[config.mk]
export PLATFORM = sky130hd
export DESIGN_NAME = bid_prefix
export DESIGN_NICKNAME = d
export VERILOG_FILES = /design/src/rtl/bid_prefix.sv
export SDC_FILE = /design/constraint.sdc
export NUM_CORES = 1
export LEC_CHECK = 0
export BUFFER_PORTS_ARGS = -buffer_cell sky130_fd_sc_hd__buf_2
export CORE_AREA = 10 10 188 190
export DETAILED_ROUTE_END_ITERATION = 7
export DIE_AREA = 0 0 198 200
export GPL_ROUTABILITY_DRIVEN = 0
export PLACE_DENSITY = 0.36
export SETUP_SLACK_MARGIN = 0.2
export SLEW_MARGIN = 20
export SYNTH_ARGS = -nofsm -noshare
export SYNTH_HDL_FRONTEND = slang
export SYNTH_SLANG_ARGS = --single-unit
[constraint.sdc]
create_clock -name vclk -period 3.85
set_input_delay 0.385 -clock vclk [all_inputs]
set_output_delay 0.385 -clock vclk [all_outputs]
set_load 0.005 [all_outputs]
[src/rtl/bid_prefix.sv]
`timescale 1ns / 1ps
// ----------------------------------------------------------------------------
// bid_prefix: prefix OR over the cell match bits
// Log-depth parallel-prefix network; bit i is set when any cell at or left
// of i matched. The top bit is the overall hit.
// ----------------------------------------------------------------------------
module bid_prefix #(
  parameter int N = 255
) (
  input  logic [N-1:0] hits,
  output logic [N-1:0] upto
);

  localparam int Levels = (N > 1) ? $clog2(N) : 1;

  logic [N-1:0] lvl [0:Levels];

  always_comb begin
    lvl[0] = hits;
    for (int k = 0; k < Levels; k++) begin
      for (int i = 0; i < N; i++) begin
        if (i >= (1 << k)) begin
          lvl[k+1][i] = lvl[k][i] | lvl[k][i - (1 << k)];
        end else begin
          lvl[k+1][i] = lvl[k][i];
        end
      end
    end
  end

  assign upto = lvl[Levels];

endmodule

==> flow_metrics.tcl, run 1 <==
set metrics [dict create \
    whs_ns 0.9910 \
    layoutNonFillerInstCount 1771 \
    grt_start_max_net_pins 13 \
    synth_warnings 0 \
    worst_setup_path_start_kind "input port" \
    syn_nets 1027 \
    post-route-period-util 0.9343 \
    cap_violations 0 \
    cp_max_fo 4 \
    drc 0 \
    grt_util_met3 0.06279 \
    layout_common_cells "510 x buf_2, 129 x nand2_1, 111 x nor4_1, 97 x nor2_1, 90 x buf_4" \
    die_area_mm2 0.03960 \
    total_power_uw 355.4 \
    nClkBuffers 0 \
    wl_per_cell_um 26.03 \
    ant_nets 0 \
    leakagePower_nw 2.692 \
    design_area_mm2 0.008004 \
    drt_iter0_drc 484 \
    coreArea_mm2 0.03139 \
    p_per_area_mw_per_mm2 44.40 \
    relSlewSlack 0.4732 \
    hold_viol_final 0 \
    vias_per_cell 5.071 \
    setup_violations 0 \
    critPathMaxStageDelay_ns 0.54 \
    grt_pass1_wl_um 64490 \
    post-route-min-period_ns 3.597 \
    met2_usage 0.4243 \
    hpwl_um 42010 \
    antenna_found_initial 6 \
    synth_cells 772 \
    area_growth_pct 87.98 \
    ir_drop_mv 0.02533 \
    required_ns 3.46 \
    vias 8980 \
    crit_chain "buf_2, or4_4, or4b_4, nor4_4, buf_4, nand4_1, or2_1, or4_1, buf_2" \
    grt_usage 0.2154 \
    mostFrequentLayoutCell "buf_2" \
    status "finished, final reports clean" \
    nFlopsAndLatches 0 \
    start_util 0.1356 \
    rsz0062_at_grt "true" \
    place_area_mm2 0.007903 \
    crit_arrival_ns 3.21 \
    dp.cells 1760 \
    grt_pass1_vias 9327 \
    drt_pre_antenna_iters 5 \
    grt.met1_usage 0.2197 \
    ys_seq_area_frac 0 \
    regArea_um2 0 \
    final.setup.worst_slack_ns 0.2528 \
    utilization 0.2550 \
    pin_count 510 \
    syn_area_mm2 0.004258 \
    overflow 0 \
    drive_gt1_frac 0.4736 \
    nets 1623 \
    drv_slew 0 \
    worst_slew_pin_slew_ns 0.7830 \
    die_h_um 200 \
    busiest_layer "met2" \
    hold_class "in2out" \
    ys_types 43 \
    place_ws_ns 0.05066 \
    port_buffers 510 \
    cp_common_cell "buf_2" \
    drt-total-wl_um 46100 \
    critPathKind "in2out" \
    fmax_mhz 278.0 \
    die_w_um 198 \
    end_kind "output pin" \
    fin_setup_tns_ns 0 \
    synth_area_per_cell_um2 5.515 \
    row_count 65 \
    cp_slowest_cell "or4_4" \
    cts_hold_buf 0 \
]
## logic make-up (layout without fill, tap and decap cells)
logic type,after synthesis,in the layout,share of synthesized area
simple gates,729,729,0.9612
other cells,0,3,0
buf+inv,43,637,0.03879
## synth_stat cells (2+ instances only)
library cell,number,area [um^2]
clkbuf_1,5,18.77
and4_1,6,52.55
nor2_2,2,12.51
nor3_4,2,32.53
or2_2,14,87.58
nand2_1,130,488.0
inv_2,3,11.26
nand4b_1,12,105.1
or3_1,38,237.7
nand4_1,47,294.0
nor3b_1,7,52.55
nor3_1,82,410.4
nand3_1,79,395.4
nor4b_1,6,52.55
nor4_1,114,713.2
or4_1,29,217.7
and2_1,5,31.28
nand3b_1,11,82.58
nor4_4,4,85.08
and3_1,10,62.56
or3_2,3,22.52
inv_1,34,127.6
or4_2,2,17.52
nand2b_1,10,62.56
nor2_1,97,364.1
or4_4,3,33.78
## layout make-up
cell class	instances	area, um^2
Multi-Input combinational cell	729	4126
Fill cell	3720	23390
Tap cell	402	503.0
Timing Repair Buffer	600	3228
Inverter	37	138.9
Antenna cell	3	7.507
## timing repair
| item | CTS | global route |
|---|---|---|
| endpoints found under the setup margin | 7 | 37 |
| setup buffers | 4 | 4 |
| gates cloned | 0 | 0 |
| gates resized for setup | 0 | 6 |
| endpoints found under the hold margin | 0 | 0 |
| pin swaps | 2 | 3 |
## per-layer routing
metal	vias up	wire, um
li1	4217	-
met1	4228	16490
met2	479	24300
met3	48	4261
met4	8	1009
met5	-	43
## worst max-delay path: cells and delay by family
| kind | cells | cell delay, ns |
|---|---|---|
| buffers and inverters | 3 | 0.46 |
| and+or+nand+nor | 6 | 2.36 |
## worst paths after layout
| path | depth (start not counted) | slack, ns | start | end |
|---|---|---|---|---|
| setup / recovery | 9 | 0.25 | hits[36] | upto[105] |
| hold / removal | 2 | 0.99 | hits[0] | upto[0] |
## power breakdown
group           total [mW]  switching (mW)  internal (mW)  leakage [nW]
Sequential               0               0              0             0
Combinational        0.355           0.211          0.145          2.69
Clock          0.000000104               0    0.000000104     0.0000190
Total                0.355           0.211          0.145          2.69
Power figures use the tool's default switching activity.
==> run 2, diff against run 1 <==
--- a/config.mk
+++ b/config.mk
@@ -6,11 +6,11 @@
 export NUM_CORES = 1
 export LEC_CHECK = 0
 export BUFFER_PORTS_ARGS = -buffer_cell sky130_fd_sc_hd__buf_2
-export CORE_AREA = 10 10 188 190
+export CORE_AREA = 10 10 192 194
 export DETAILED_ROUTE_END_ITERATION = 7
-export DIE_AREA = 0 0 198 200
+export DIE_AREA = 0 0 202 204
 export GPL_ROUTABILITY_DRIVEN = 0
-export PLACE_DENSITY = 0.36
+export PLACE_DENSITY = 0.35
 export SETUP_SLACK_MARGIN = 0.2
 export SLEW_MARGIN = 20
 export SYNTH_ARGS = -nofsm -noshare
==> run 2 against run 1 <==
Critical path depth increased by 2. Combinational power about the same. Final cell count increased by 2.4%. Core utilization decreased by 1.2 points. Count of clock-buffer cells in the layout unchanged. Global-route usage decreased by 0.55 points. First-iteration DRC count decreased by 1.7%. Total power increased by 0.82%. Maximum frequency increased by 2.0%. Critical endpoint is now upto[160]. Highest routed layer unchanged.
==> flow_metrics.tcl, run 2 (same netlist as run 1, synthesis figures left out) <==
set metrics [dict create \
    port_buffers 510 \
    p_comb_frac 1.000 \
    row_count 67 \
    power.internal_uw 145.5 \
    post-route-period-util 0.9158 \
    setup_violations 0 \
    drc 0 \
    whs_ns 0.9877 \
    switchingPower_uw 212.7 \
    grt_usage 0.2099 \
    fmax_mhz 283.6 \
    ant_nets 0 \
    layoutNonFillerInstCount 1814 \
    crit_arrival_ns 3.14 \
    end_kind "output pin" \
    pin_count 510 \
    start_util 0.1286 \
    critPathMaxStageDelay_ns 0.55 \
    rsz0062_at_grt "true" \
    crit_chain "buf_2, or4_4, or4b_4, nor4_4, buf_4, nand4_4, buf_6, nor3_4, inv_2, or4_1, buf_2" \
    cts_hold_buf 0 \
    grt_start_max_net_pins 13 \
    critPathKind "in2out" \
    p_seq_frac 0 \
    utilization 0.2426 \
    required_ns 3.46 \
    drv_slew 0 \
    grt_pass1_vias 9489 \
    layout_common_cells "510 x buf_2, 130 x nand2_1, 112 x nor4_1, 97 x nor2_1, 87 x buf_4" \
    die_area_mm2 0.04121 \
    hold_class "in2out" \
    area_growth_pct 88.69 \
    cp_max_fo 4 \
    coreArea_mm2 0.03311 \
    critical-path-top-delay-family "simple AND/OR/NAND/NOR gates" \
    die_w_um 202 \
    die_h_um 204 \
    worst_setup_path_start_kind "input port" \
    total_power_uw 358.3 \
    cp_common_cell "buf_2" \
    cp_slowest_cell "or4_4" \
    hpwl_um 42470 \
    vias 8966 \
    ir_drop_mv 0.02697 \
    critPathBufInv 5 \
    cap_violations 0 \
    drt_iter0_drc 476 \
    hold_viol_final 0 \
    overflow 0 \
    leakagePower_nw 2.689 \
    antenna_found_initial 6 \
    nClkBuffers 0 \
    fin_setup_tns_ns 0 \
    relSlewSlack 0.5332 \
    dp.cells 1807 \
    power_frac_clock 0 \
    nets 1621 \
    mostFrequentLayoutCell "buf_2" \
    post-route-min-period_ns 3.526 \
    nFlopsAndLatches 0 \
    wl_per_cell_um 25.61 \
    worst_slew_pin_slew_ns 0.6948 \
    drive_gt1_frac 0.4707 \
    drt_pre_antenna_iters 5 \
    vias_per_cell 4.943 \
    swShare 0.5938 \
    p_per_area_mw_per_mm2 44.60 \
    regArea_um2 0 \
    status "finished, final reports clean" \
    grt_pass1_wl_um 65810 \
    drt-total-wl_um 46460 \
]
-- run 2: area by class of cell --
| class | instances | area (um^2) |
|---|---|---|
| Multi-Input combinational cell | 729 | 4113 |
| Inverter | 37 | 138.9 |
| Tap cell | 448 | 560.5 |
| Fill cell | 3998 | 25080 |
| Antenna cell | 2 | 5.005 |
| Timing Repair Buffer | 598 | 3217 |
-- run 2: what timing repair did --
| action | CTS | global route |
|---|---|---|
| resized for setup | 1 | 3 |
| setup buffers | 4 | 1 |
| pin swaps | 2 | 1 |
| endpoints found under the setup margin | 12 | 34 |
-- run 2: power groups by stage --
stage          Sequential (mW)  Combinational [mW]    Clock (mW)
4_1_cts                      0               0.356             0
2_1_floorplan                0              0.0751             0
3_3_place_gp                 0               0.353             0
3_5_place_dp                 0               0.354             0
6_report                     0               0.358  0.0000000698
5_1_grt                      0               0.390  0.0000000697
-- run 2: per-layer routing --
layer	share of wire	track usage	vias to the layer above	wire length [um]
li1	-	-	4213	-
met1	0.37	0.2192	4213	17110
met2	0.52	0.4025	468	23970
met3	0.082	0.05548	68	3819
met4	0.033	0.05987	4	1531
met5	0.00073	0	-	34
-- run 2: path summary, 6_finish.rpt --
| check | from | end | depth (start not counted) |
|---|---|---|---|
| setup / recovery | hits[36] | upto[160] | 11 |
| hold / removal | hits[0] | upto[0] | 2 |
-- run 2: through the flow --
| stage | cell area (um^2) | worst slack [ns] |
|---|---|---|
| after floorplan | 4258 | 0.5636 |
| after global placement | 7968 | 0.04126 |
| after detailed placement | 7968 | 0.05600 |
| after CTS | 8005 | 0.2056 |
| after global routing | 8034 | 0.1657 |
| final | 8034 | 0.3242 |
==> run 3, diff against run 2 <==
--- a/config.mk
+++ b/config.mk
@@ -5,12 +5,12 @@
 export SDC_FILE = /design/constraint.sdc
 export NUM_CORES = 1
 export LEC_CHECK = 0
-export BUFFER_PORTS_ARGS = -buffer_cell sky130_fd_sc_hd__buf_2
 export CORE_AREA = 10 10 192 194
 export DETAILED_ROUTE_END_ITERATION = 7
 export DIE_AREA = 0 0 202 204
+export DONT_BUFFER_PORTS = 1
 export GPL_ROUTABILITY_DRIVEN = 0
-export PLACE_DENSITY = 0.35
+export PLACE_DENSITY = 0.3
 export SETUP_SLACK_MARGIN = 0.2
 export SLEW_MARGIN = 20
 export SYNTH_ARGS = -nofsm -noshare
==> run 3 against run 2 <==
First-iteration DRC count rose by 5.3%. Via count fell by 20%. Largest cell class unchanged. Maximum frequency rose by 0.29%. Critical path type unchanged. Count of clock-buffer cells in the layout did not move. Flip-flop and latch count did not move.
==> flow_metrics.tcl, run 3 (same netlist as run 1, synthesis figures left out) <==
set metrics [dict create \
    cp_slowest_cell "or4_4" \
    die_h_um 204 \
    setup_violations 0 \
    crit_chain "or4_4, nand4b_4, nor4_4, buf_4, nand2_2, nor2_2, buf_4, inv_1, nor3_1, buf_4, nand4_1, buf_4" \
    utilization 0.1703 \
    vias 7217 \
    antenna_cells 0 \
    critical-path-top-delay-family "simple AND/OR/NAND/NOR gates" \
    pin_count 510 \
    layout_common_cells "129 x nand2_1, 112 x nor4_1, 108 x buf_4, 97 x nor2_1, 81 x nor3_1" \
    dp.cells 1322 \
    port_buffers 0 \
    antenna_found_initial 1 \
    cp_max_fo 6 \
    hold_viol_final 0 \
    cp_common_cell "buf_4" \
    status "finished, final reports clean" \
    die_w_um 202 \
    vias_per_cell 5.459 \
    overflow 0 \
    nets 1131 \
    drt_pre_antenna_iters 7 \
    post-route-min-period_ns 3.516 \
    required_ns 3.46 \
    p_per_area_mw_per_mm2 20.45 \
    drc 0 \
    crit_arrival_ns 3.13 \
    grt_usage 0.1907 \
    relSlewSlack 0.4301 \
    start_util 0.1286 \
    hold_class "in2out" \
    area_growth_pct 32.47 \
    drv_slew 0 \
    drt_iter0_drc 501 \
    critPathKind "in2out" \
    cap_violations 0 \
    whs_ns 0.7701 \
    post-route-period-util 0.9131 \
    grt_pass1_vias 7497 \
    critPathBufInv 5 \
    nClkBuffers 0 \
    layoutNonFillerInstCount 1322 \
    crit_start "hits[3]" \
    grt_start_max_net_pins 13 \
    nFlopsAndLatches 0 \
    fin_setup_tns_ns 0 \
    row_count 67 \
    worst_slew_pin_slew_ns 0.8483 \
    drt-total-wl_um 42720 \
    fmax_mhz 284.4 \
    ir_drop_mv 0.008219 \
    regArea_um2 0 \
    end_kind "output pin" \
    grt_pass1_wl_um 59090 \
    post-cts-setup-buffers 0 \
    hp-start "hits[0]" \
    worst_setup_path_start_kind "input port" \
    leakagePower_nw 1.177 \
    critPathMaxStageDelay_ns 0.57 \
    rsz0062_at_grt "false" \
    die_area_mm2 0.04121 \
    coreArea_mm2 0.03311 \
    hpwl_um 39070 \
    wl_per_cell_um 32.31 \
    mostFrequentLayoutCell "nand2_1" \
    ant_nets 0 \
    drive_gt1_frac 0.1785 \
]
run 3: cell types whose count changed in the layout (fill, tap and decap cells not counted), sizes merged:
cell / previous run / this run
buf: 598 / 108
diode: 2 / 0
run 3: cell type report:
type                       count  area (um^2)
fill                        3948        27470
inverter                      37        138.9
multi-input combinational    729         4130
tap                          448        560.5
timing repair buffer         108        810.8
run 3: metrics by stage:
step	power, mW	worst slack, ns	cell area, um^2
5_1_grt	0.1262	0.2363	5640
6_report	0.1153	0.3344	5640
4_1_cts	0.1142	0.2392	5612
2_1_floorplan	0.07511	0.5636	4258
3_5_place_dp	0.1136	0.1154	5603
3_3_place_gp	0.1142	0.1825	5603
run 3: final timing paths:
kind / cells past startpoint / endpoint / slack (ns)
setup / recovery: 12 / upto[242] / 0.33
hold / removal: 0 / upto[0] / 0.77
run 3: power by group:
group	leakage, nW	internal, mW	switching, mW	total (mW)
sequential	0	0	0	0
clock	0	0	0	0
combinational	1.18	0.0512	0.0642	0.115
total	1.18	0.0512	0.0642	0.115
run 3: layer usage:
metal,routed length (um),GRT usage,share of wire,up-vias
met4,431,0.01691,0.010,0
li1,-,-,-,3236
met2,23410,0.3860,0.55,476
met5,0,0,0,-
met1,14230,0.1857,0.33,3472
met3,4640,0.06800,0.11,33
run 3: what timing repair did:
item / 4_1_cts / 5_1_grt
pin swaps: 0 / 2
gates resized for setup: 2 / 5
hold buffers: 0 / 0
endpoints found under the setup margin: 2 / 10
