--- src/rtl/bid_pkg.sv ---
`timescale 1ns / 1ps
// ----------------------------------------------------------------------------
// bid_pkg: shared types and constants for the bounded identifier set
// Field widths, operation codes, controller states and the control
// bundle that the controller broadcasts to the entry cells.
// ----------------------------------------------------------------------------
package bid_pkg;

  // Fixed field widths
  localparam int IdW    = 32;
  localparam int OpW    = 2;
  localparam int CountW = 8;

  // Default number of entry cells (1 to 255, the count field is 8 bits)
  localparam int DefCapacity = 255;

  typedef enum logic [OpW-1:0] {
    OP_ADD    = 2'd0,
    OP_REMOVE = 2'd1,
    OP_QUERY  = 2'd2
  } op_t;

  typedef enum logic {
    S_IDLE,
    S_APPLY
  } state_t;

  // Broadcast to every cell during the apply cycle
  typedef struct packed {
    logic add_go;     // append the held key at the first free cell
    logic remove_go;  // close the gap at the matching cell
  } cell_ctl_t;

endpackage

--- src/rtl/bid_cell.sv ---
`timescale 1ns / 1ps
// ----------------------------------------------------------------------------
// bid_cell: one entry of the identifier list
// Holds one identifier and its valid bit, registers a compare against the
// incoming key, and on a remove takes its right neighbor's entry.
// ----------------------------------------------------------------------------
module bid_cell
  import bid_pkg::*;
(
  input  logic           clk,
  input  logic           rst,
  input  cell_ctl_t      ctl,
  input  logic           cap_en,      // request beat accepted this cycle
  input  logic [IdW-1:0] cmp_key,     // key of the beat being accepted
  input  logic [IdW-1:0] wr_key,      // key held for the apply cycle
  input  logic           valid_left,
  input  logic           valid_right,
  input  logic [IdW-1:0] data_right,
  input  logic           hit_upto,    // a match sits here or further left
  output logic [IdW-1:0] data,
  output logic           valid,
  output logic           match
);

  logic shift_en;
  logic append_en;

  assign shift_en  = ctl.remove_go & hit_upto;
  assign append_en = ctl.add_go & valid_left & ~valid;

  // Control: valid bit and registered compare
  always_ff @(posedge clk) begin
    if (rst) begin
      valid <= 1'b0;
      match <= 1'b0;
    end else begin
      if (cap_en) begin
        match <= valid && (data == cmp_key);
      end
      if (shift_en) begin
        valid <= valid_right;
      end else if (append_en) begin
        valid <= 1'b1;
      end
    end
  end

  // Payload
  always_ff @(posedge clk) begin
    if (shift_en) begin
      data <= data_right;
    end else if (append_en) begin
      data <= wr_key;
    end
  end

endmodule

--- config.mk ---
export PLATFORM = sky130hd
export DESIGN_NAME = bid_cell
export DESIGN_NICKNAME = d
export VERILOG_FILES = /design/src/rtl/bid_pkg.sv /design/src/rtl/bid_cell.sv
export SDC_FILE = /design/constraint.sdc
export NUM_CORES = 1
export LEC_CHECK = 0
export BUFFER_PORTS_ARGS = -buffer_cell sky130_fd_sc_hd__buf_4
export CORE_AREA = 2 2 62 93
export DETAILED_ROUTE_END_ITERATION = 8
export DIE_AREA = 0 0 64 95
export PLACE_DENSITY = 0.84
export SETUP_SLACK_MARGIN = 0.15
export SYNTH_ARGS = -nofsm -noshare
export SYNTH_HDL_FRONTEND = slang
export SYNTH_SLANG_ARGS = --single-unit
--- constraint.sdc ---
create_clock -name clk -period 3.1 [get_ports clk]
set_input_delay 0.155 -clock clk [delete_from_list [all_inputs] [get_ports clk]]
set_output_delay 0.155 -clock clk [all_outputs]
set_load 0.01 [all_outputs]
==> results of run 1 <==
path summary, 6_finish.rpt:
check,from,slack (ps),end,depth (start not counted)
setup / recovery,valid,1520,data[9],1
setup reg to reg,valid,1520,data[9],1
hold / removal,cap_en,140,match,4
hold reg to reg,match,460,match,2
registers in the layout (all words and copies together), names as in the netlist:
name   cells
data      32
match      1
valid      1
report_power, final:
group / total [W] / internal [W] / switching, W
combinational: 0.000281 / 0.000182 / 0.0000994
clock: 0.000318 / 0.000176 / 0.000142
sequential: 0.000574 / 0.000550 / 0.0000241
total: 0.00117 / 0.000907 / 0.000266
tightest hold or removal path, cell delays in order:
cell     delay [ps]
buf_4            90
nor2_1           40
nand2_1          50
o21ai_1          50
area by class of cell:
cell class,count,area share (%)
timing repair buffer,138,34.83
inverter,1,0.1262
multi-input combinational,83,25.54
clock buffer,7,2.903
sequential,34,33.66
tap,70,2.945
cells in the final DEF, fill, tap and decap left out, types with 2 or more instances in the layout:
cell,synthesis,layout
buf_4,0,138
clkbuf_8,0,6
dfxtp_1,2,2
edfxtp_1,32,32
mux2_2,32,32
nand2_1,4,4
nand4_1,6,6
nor4_1,4,4
xnor2_1,23,23
xor2_1,9,9
synth_stat cells, drive strengths merged:
cell    instances
xor2            9
nand4           6
nand2           4
xnor2          23
edfxtp         32
dfxtp           2
nor4            4
nand3           1
buf             3
nor2            1
mux2           32
inv             1
o221a           1
o21ai           2
cells by family (layout without fill, tap and decap cells):
family | count (synthesis) | after routing | share of synthesized area, %
flops | 34 | 34 | 56.62
xor+xnor | 32 | 32 | 15.85
simple gates | 16 | 16 | 4.883
compound gates | 3 | 3 | 1.203
mux | 32 | 32 | 20.38
buf+inv | 4 | 146 | 1.061
per-layer routing:
metal  global-route usage [%]  share of wire, %
met1                    13.79                32
met2                    29.95                58
met3                    5.602               8.8
met4                    5.978               1.2
met5                        0                 0
through the flow:
step / hold slack, ps / cell area [um2] / cells / setup slack [ps]
floorplan: 316.9 / 1768 / 121 / 744.1
global placement: 431.3 / 2888 / 326 / 1334
detailed placement: 438.1 / 2888 / 326 / 1281
CTS: 128.9 / 2974 / 333 / 1470
global route: 140.9 / 2974 / 333 / 1369
finish: 142.3 / 2974 / 333 / 1517
==> results by group, run 1 <==
Outcome
  • Status: finished clean

Worst setup path
  • CP startpoint kind: register
  • Buffers & Inverters on Critical Path: 0
  • Slowest cell on the critical path: o21ai_4
  • Worst endpoint required time: 2990 ps
  • Crit path cell chain: o21ai_4
  • Largest fanout on the critical path: 33
  • CP peak stage delay: 820 ps
  • Cell family with most CP delay: compound AO/OA/AOI/OAI gates
  • Crit path arrival time: 1480 ps
  • CP endpoint kind: register
  • Critical path class: reg2reg

Drt
  • Final wirelength: 4612 um
  • Final antenna-violating net count: 0
  • Vias per cell: 4.520
  • Routed len/inst: 13.85 um
  • Post-route DRC: 0
  • DR pass1 iterations: 4
  • Initial DRC count: 52
  • Routed vias: 1505

Timing
  • Setup TNS: 0 ps
  • Worst slew margin: 31.26%
  • RSZ-0062 raised after global routing: false
  • Worst slew pin tran: 1027 ps
  • Fmax: 631.7 MHz
  • Fin. Hold Viols: 0
  • Final Skew: 5.360 ps
  • Min Tclk post-route: 1583 ps
  • Slew Limit Fails: 0
  • Period utilization: 51.07%
  • # setup viols final: 0

Die
  • Site row count: 33
  • Die area: 6080 um2
  • Top-level port count: 138
  • DIE WIDTH: 64 um
  • Die Y-Extent: 95 um
  • Initial Util: 33.19%
  • Total core area: 5326 um2

Cells and area
  • Antenna Cells: 0
  • Register area: 1001 um2
  • Fraction of layout cells with a size suffix above 1: 67.68%
  • Final Util: 55.84%
  • Final nets: 367
  • Syn-to-layout area delta: 68.22%
  • Area taken by multi-input logic gates: 759.5 um2
  • Fillcell total: 480

Clocking
  • H-tree levels: 2
  • Clk_lat worst skew: 280 ps
  • Clk sink count: 34
  • Worst-path clk slew: 60 ps
  • Root buffer cell: clkbuf_8
  • Hold Buf Count CTS: 0
  • Post-CTS Setup Bufs: 0
  • Num CTS Buffers: 5
  • TritonCTS clock tree: built
  • Cts repair resizes: 0
  • CTS max path bufs: 2

Global route
  • Vias in the first global route: 1561
  • Largest net degree at the start of global routing: 34
  • Gr usage total: 15.27%
  • First-pass GRT wire length: 6934 um
  • Grt ovf: 0
  • Initial antenna violation count: 0

Power and ir drop
  • Tot Pwr: 0.001173 W
  • PD cells: 394.4 nW/um2
  • Leak: 1.276 nW
  • Worst vdd ir: 0.3327 mV

Yosys
  • Mapped cell area: 1768 um2
  • Syn avg cell area: 14.61 um2
  • Post-synthesis cell type count: 15
  • Synth area leader: edfxtp_1
  • Sequential cell area fraction in the yosys report: 56.62%
  • FF+latch count, synth: 34
  • Share of the synthesized area in the top cell type: 54.35%
  • Mapped Cells: 121
  • Top post-synthesis cells by area: edfxtp_1 54%, mux2_2 20%, xnor2_1 11%
  • Synth Net Count: 225
  • Yosys warns: 0

Place
  • Placed wire-length estimate: 3777 um
  • I/O Buffers: 137
  • GP Congestion: 0.6928

Min path
  • Tightest Hold Check Type: in2reg

Run
  • Max-cap violations: 0
Note: power is estimated with default switching activity, not from simulation.
==> inputs of run 2 (changes only) <==
--- a/config.mk
+++ b/config.mk
@@ -9,7 +9,7 @@
 export CORE_AREA = 2 2 62 93
 export DETAILED_ROUTE_END_ITERATION = 8
 export DIE_AREA = 0 0 64 95
-export PLACE_DENSITY = 0.84
+export PLACE_DENSITY = 0.82
 export SETUP_SLACK_MARGIN = 0.15
 export SYNTH_ARGS = -nofsm -noshare
 export SYNTH_HDL_FRONTEND = slang
==> constraint.sdc (replaced) <==
create_clock -name clk -period 1.6 [get_ports clk]
set_input_delay 0.08 -clock clk [delete_from_list [all_inputs] [get_ports clk]]
set_output_delay 0.08 -clock clk [all_outputs]
set_load 0.01 [all_outputs]
==> run 2 against run 1 <==
Sequential power grew 93%. Clock skew barely moved. Maximum frequency is 19% higher. Sequential share of layout area shrank 0.65 points. First-iteration DRC count fell by 63%. Clock power is 81% higher. Total power grew 93%. Largest cell class unchanged.
==> results by group, run 2 (synthesis gave the netlist of run 1 again) <==
Die
  • Top-level port count: 138 (unchanged)
  • Initial Util: 33.19% (unchanged)
  • Site row count: 33 (unchanged)
  • Total core area: 5326 um2 (unchanged)
  • DIE WIDTH: 64 um (unchanged)
  • Die area: 6080 um2 (unchanged)
  • Die Y-Extent: 95 um (unchanged)

Timing
  • Period utilization: 83.46% (was 51.07%)
  • Fin. Hold Viols: 0 (unchanged)
  • Hold slack: 63.06 ps (was 142.3 ps)
  • Worst slew pin tran: 457.4 ps (was 1027 ps)
  • Slew Limit Fails: 0 (unchanged)
  • Final Skew: 5.277 ps (was 5.360 ps)
  • # setup viols final: 0 (unchanged)
  • Setup TNS: 0 ps (unchanged)
  • Fmax: 748.8 MHz (was 631.7 MHz)
  • RSZ-0062 raised after global routing: true (was false)
  • Min Tclk post-route: 1335 ps (was 1583 ps)
  • Worst slew margin: 69.39% (was 31.26%)

Cells and area
  • Largest Register: data (unchanged)
  • Syn-to-layout area delta: 71.55% (was 68.22%)
  • Max reg flops: 32 (unchanged)
  • Commonest non-fill, non-tap cell in the layout: buf_4 (unchanged)
  • Final nets: 371 (was 367)
  • Fraction of layout cells with a size suffix above 1: 68.54% (was 67.68%)
  • Fillcell total: 458 (was 480)
  • Commonest non-fill, non-tap cells in the layout: 140 x buf_4, 32 x mux2_2, 32 x edfxtp_1 (was 138 x buf_4, 32 x mux2_2, 32 x edfxtp_1)
  • Antenna Cells: 0 (unchanged)
  • Biggest regs: data (32), match (1), valid (1) (unchanged)

Drt
  • Initial DRC count: 19 (was 52)
  • Vias per cell: 4.525 (was 4.520)
  • Routed len/inst: 14.35 um (was 13.85 um)
  • Routed vias: 1525 (was 1505)
  • Final wirelength: 4837 um (was 4612 um)
  • DR pass1 iterations: 4 (unchanged)
  • Final antenna-violating net count: 0 (unchanged)
  • Post-route DRC: 0 (unchanged)

Power and ir drop
  • Leak: 1.305 nW (was 1.276 nW)
  • Worst vdd ir: 0.4464 mV (was 0.3327 mV)
  • PD cells: 744.8 nW/um2 (was 394.4 nW/um2)
  • Tot Pwr: 0.002259 W (was 0.001173 W)

Worst setup path
  • Worst endpoint required time: 1820 ps (was 2990 ps)
  • Largest fanout on the critical path: 2 (was 33)
  • CP peak stage delay: 400 ps (was 820 ps)
  • CP startpoint kind: register (unchanged)
  • CP endpoint kind: register (unchanged)
  • Crit path cell chain: xnor2_1, nand4_1, nor4_2, nand4_1, o21ai_1 (was o21ai_4)
  • Buffers & Inverters on Critical Path: 0 (unchanged)
  • Crit path arrival time: 1550 ps (was 1480 ps)
  • Critical path class: reg2reg (unchanged)
  • Cell family with most CP delay: simple AND/OR/NAND/NOR gates (was compound AO/OA/AOI/OAI gates)
  • Slowest cell on the critical path: edfxtp_1 (was o21ai_4)
  • Cell repeated most along the worst path: nand4_1

Clocking
  • TritonCTS clock tree: built (unchanged)
  • Clk sink count: 34 (unchanged)
  • H-tree levels: 2 (unchanged)
  • Hold Buf Count CTS: 0 (unchanged)
  • Num CTS Buffers: 5 (unchanged)
  • Worst-path clk slew: 60 ps (about the same)
  • Clk_lat worst skew: 280 ps (about the same)
  • CTS max path bufs: 2 (unchanged)
  • Root buffer cell: clkbuf_8 (unchanged)

Global route
  • Largest net degree at the start of global routing: 35 (was 34)
  • First-pass GRT wire length: 7258 um (was 6934 um)
  • Initial antenna violation count: 0 (unchanged)
  • Grt ovf: 0 (unchanged)
  • Gr usage total: 15.79% (was 15.27%)
  • Vias in the first global route: 1619 (was 1561)

Outcome
  • Status: finished clean (unchanged)

Place
  • GP Congestion: 0.6587 (was 0.6928)
  • I/O Buffers: 137 (unchanged)

Run
  • Max-cap violations: 0 (unchanged)

Min path
  • Tightest Hold Check Type: in2reg (unchanged)
-- run 2: per-layer routing --
layer | global-route usage, % | wire (um)
met5 | 0 | 0
met4 | 5.978 | 93
met3 | 4.529 | 341
met2 | 31.08 | 2823
met1 | 15.03 | 1578
-- run 2: area by class of cell --
type | count | area, um2 | area share (%)
Timing Repair Buffer | 142 | 1091 | 35.97
Inverter | 1 | 3.754 | 0.1238
Clock buffer | 7 | 76.32 | 2.517
Tap cell | 70 | 87.58 | 2.888
Multi-Input combinational cell | 83 | 773.2 | 25.50
Sequential cell | 34 | 1001 | 33.00
-- run 2: worst paths after layout --
| path | startpoint | end | slack [ps] | depth (start not counted) |
|---|---|---|---|---|
| max | data[4] | match | 260 | 5 |
| min reg2reg | match | match | 450 | 2 |
| min | rst | match | 60 | 4 |
| max reg2reg | data[4] | match | 260 | 5 |
-- run 2: through the flow --
stage	setup slack, ps	util, %	cell area, um2	std cells
final	264.6	56.94	3033	337
after global routing	109.4	56.94	3033	337
after CTS	159.7	56.40	3004	335
after detailed placement	166.6	54.97	2928	328
after global placement	195.5	54.97	2928	328
after floorplan	221.3	-	1779	121
-- run 2: worst register-to-register path, delay by kind of cell, from the launching register on --
family          cells  cell delay, ps
flops               1             400
compound gates      1             120
simple gates        3             580
xor+xnor            1             170
-- run 2: power by group --
group	total [W]	switching, W	internal (W)
sequential	0.00111	0.0000458	0.00106
combinational	0.000575	0.000203	0.000373
clock	0.000575	0.000276	0.000299
total	0.00226	0.000524	0.00173
-- run 2: what timing repair did --
item | in CTS | in global routing
setup endpoints to repair | 0 | 1
setup buffers | 0 | 2
gates resized for setup | 0 | 2
==> inputs of run 3 (changes only) <==
--- a/config.mk
+++ b/config.mk
@@ -9,7 +9,7 @@
 export CORE_AREA = 2 2 62 93
 export DETAILED_ROUTE_END_ITERATION = 8
 export DIE_AREA = 0 0 64 95
-export PLACE_DENSITY = 0.82
+export PLACE_DENSITY = 0.84
 export SETUP_SLACK_MARGIN = 0.15
 export SYNTH_ARGS = -nofsm -noshare
 export SYNTH_HDL_FRONTEND = slang
==> constraint.sdc (replaced) <==
create_clock -name clk -period 1.1 [get_ports clk]
set_input_delay 0.055 -clock clk [delete_from_list [all_inputs] [get_ports clk]]
set_output_delay 0.055 -clock clk [all_outputs]
set_load 0.01 [all_outputs]
==> run 3 against run 2 <==
Largest power group unchanged. Non-clock buffer count rose by 20. Critical path type unchanged. The flow now finishes with violations (setup timing). Critical path depth did not move. Core utilization rose by 6.8 points. Die area did not move. Register-to-register slack got worse by 510 ps. Worst hold slack got worse by 29 ps. Sequential cell count did not move. Maximum frequency fell by 1.1%. Global-route usage rose by 0.68 points.
==> results by group, run 3 (synthesis gave the netlist of run 1 again) <==
Cells and area
  • Fillcell total: 437 (was 458)
  • Area taken by multi-input logic gates: 783.3 um2 (was 773.2 um2)
  • Max reg flops: 32 (unchanged)
  • Non-filler instance count after layout: 358 (was 337)
  • Antenna Cells: 0 (unchanged)
  • Fraction of layout cells with a size suffix above 1: 71.18% (was 68.54%)
  • Largest Register: data (unchanged)
  • Commonest non-fill, non-tap cells in the layout: 122 x buf_4, 33 x buf_6, 32 x mux2_2, 32 x edfxtp_1, 23 x xnor2_1 (was 140 x buf_4, 32 x mux2_2, 32 x edfxtp_1)
  • Final nets: 391 (was 371)
  • Commonest non-fill, non-tap cell in the layout: buf_4 (unchanged)
  • Design area: 3395 um2 (was 3033 um2)
  • Syn-to-layout area delta: 92.00% (was 71.55%)
  • Biggest regs: data (32), match (1), valid (1) (unchanged)
  • Register area: 1005 um2 (was 1001 um2)

Drt
  • DR pass1 iterations: 4 (unchanged)
  • Initial DRC count: 15 (was 19)
  • Post-route DRC: 0 (unchanged)
  • Final wirelength: 5075 um (was 4837 um)
  • Routed vias: 1598 (was 1525)
  • Final antenna-violating net count: 0 (unchanged)
  • Routed len/inst: 14.18 um (was 14.35 um)
  • Vias per cell: 4.464 (was 4.525)

Min path
  • Tightest Hold Check Type: in2reg (unchanged)

Place
  • Placed wire-length estimate: 4063 um
  • DP Area: 3062 um2 (was 2928 um2)
  • Placed cell count: 342 (was 328)
  • I/O Buffers: 137 (unchanged)
  • GP Congestion: 0.6905 (was 0.6587)

Power and ir drop
  • Worst vdd ir: 0.7688 mV (was 0.4464 mV)
  • Leak: 1.471 nW (was 1.305 nW)
  • Tot Pwr: 0.003518 W (was 0.002259 W)
  • PD cells: 1036 nW/um2 (was 744.8 nW/um2)

Timing
  • Slew Limit Fails: 0 (unchanged)
  • Worst slew pin tran: 274.4 ps (was 457.4 ps)
  • # setup viols final: 6 (was 0)
  • Final worst slack: -250.0 ps (was 264.6 ps)
  • Period utilization: 122.7% (was 83.46%)
  • Worst slew margin: 81.54% (was 69.39%)
  • Fin. Hold Viols: 0 (unchanged)
  • RSZ-0062 raised after global routing: true (unchanged)
  • Min Tclk post-route: 1350 ps (was 1335 ps)
  • Fmax: 740.7 MHz (was 748.8 MHz)
  • Final Skew: 3.089 ps (was 5.277 ps)

Worst setup path
  • Setup crit end: match (unchanged)
  • Largest fanout on the critical path: 2 (unchanged)
  • Worst endpoint required time: 1320 ps (was 1820 ps)
  • Crit path arrival time: 1570 ps (was 1550 ps)
  • R2R Path Start: data[31] (was data[4])
  • Critical path class: reg2reg (unchanged)
  • R2r setup slk: -250 ps (was 260 ps)
  • CP endpoint kind: register (unchanged)
  • Reg2reg path depth: 5 (unchanged)
  • Critical path origin: data[31] (was data[4])
  • Crit Reg-Reg Endpoint: match (unchanged)
  • CP startpoint kind: register (unchanged)

Clocking
  • Clk_lat worst skew: 280 ps (about the same)
  • Root buffer cell: clkbuf_8 (unchanged)
  • Hold Buf Count CTS: 0 (unchanged)
  • Worst-path clk slew: 60 ps (about the same)
  • TritonCTS clock tree: built (unchanged)
  • Clk sink count: 34 (unchanged)
  • Num CTS Buffers: 5 (unchanged)
  • CTS max path bufs: 2 (unchanged)
  • H-tree levels: 2 (unchanged)

Die
  • DIE WIDTH: 64 um (unchanged)
  • Die area: 6080 um2 (unchanged)
  • Initial Util: 33.19% (unchanged)
  • Total core area: 5326 um2 (unchanged)
  • Site row count: 33 (unchanged)
  • Die Y-Extent: 95 um (unchanged)
  • Top-level port count: 138 (unchanged)

Run
  • Max-cap violations: 0 (unchanged)

Outcome
  • Failing checks: setup timing
  • Status: finished, violations left (was finished clean)

Global route
  • Initial antenna violation count: 0 (unchanged)
  • Vias in the first global route: 1681 (was 1619)
  • First-pass GRT wire length: 7383 um (was 7258 um)
  • Grt ovf: 0 (unchanged)
  • Gr usage total: 16.46% (was 15.79%)
  • Largest net degree at the start of global routing: 21 (was 35)
[run 3: cell types whose count changed in the layout (fill, tap and decap cells not counted), sizes merged]
| cell | previous run | this run |
|---|---|---|
| buf | 142 | 161 |
| clkbuf | 7 | 9 |
[run 3: how the worst min path moves through the flow]
stage / start / endpoint / slack (ps) / cells after the start
6_report: cap_en / match / 30 / 4
5_1_grt: rst / valid / 20 / 3
4_1_cts: cap_en / match / 30 / 4
3_5_place_dp: cap_en / match / 330 / 4
3_3_place_gp: cap_en / match / 330 / 4
2_1_floorplan: rst / match / 220 / 3
[run 3: repair_timing]
action / CTS / global route
pin swaps: 3 / 3
buffers inserted: 4 / 2
gates cloned: 1 / 1
setup endpoints to repair: 43 / 54
gates resized for setup: 21 / 19
[run 3: area by class of cell]
cell class	instances	share of cell area, %
repair buffers	162	42.28
flip-flops and latches	34	29.60
multi-input cells	83	23.07
well taps	70	2.580
clock buffers	8	2.359
inverters	1	0.1106
[run 3: worst max-delay path, stage by stage (launching register included)]
cell and delay (ps):
edfxtp_1 420, xnor2_1 160, nand4_1 130, nor4_2 330, nand4_1 120, o21ai_1 120
[run 3: power breakdown]
group	switching [W]	internal, W
clock	0.000411	0.000449
combinational	0.000337	0.000703
sequential	0.0000717	0.00155
total	0.000820	0.00270
[run 3: per-stage QoR]
step	hold WS (ps)	util, %	worst slack (ps)	TNS (ps)
floorplan	216.9	-	-218.4	-7311
global placement	325.4	57.48	-327.8	-327.8
detailed placement	332.1	57.48	-318.1	-343.9
CTS	28.46	61.57	-257.4	-257.4
global route	22.81	63.73	-463.4	-1093
finish	34.13	63.73	-250.0	-268.9
[run 3: routing by layer]
metal  up-vias  track usage, %  wire length [um]
met1       726           14.11              1557
met3         9           6.079               404
met4         0           6.522               103
met5         -               0                 0
met2        79           33.07              3010
li1        784               -                 -
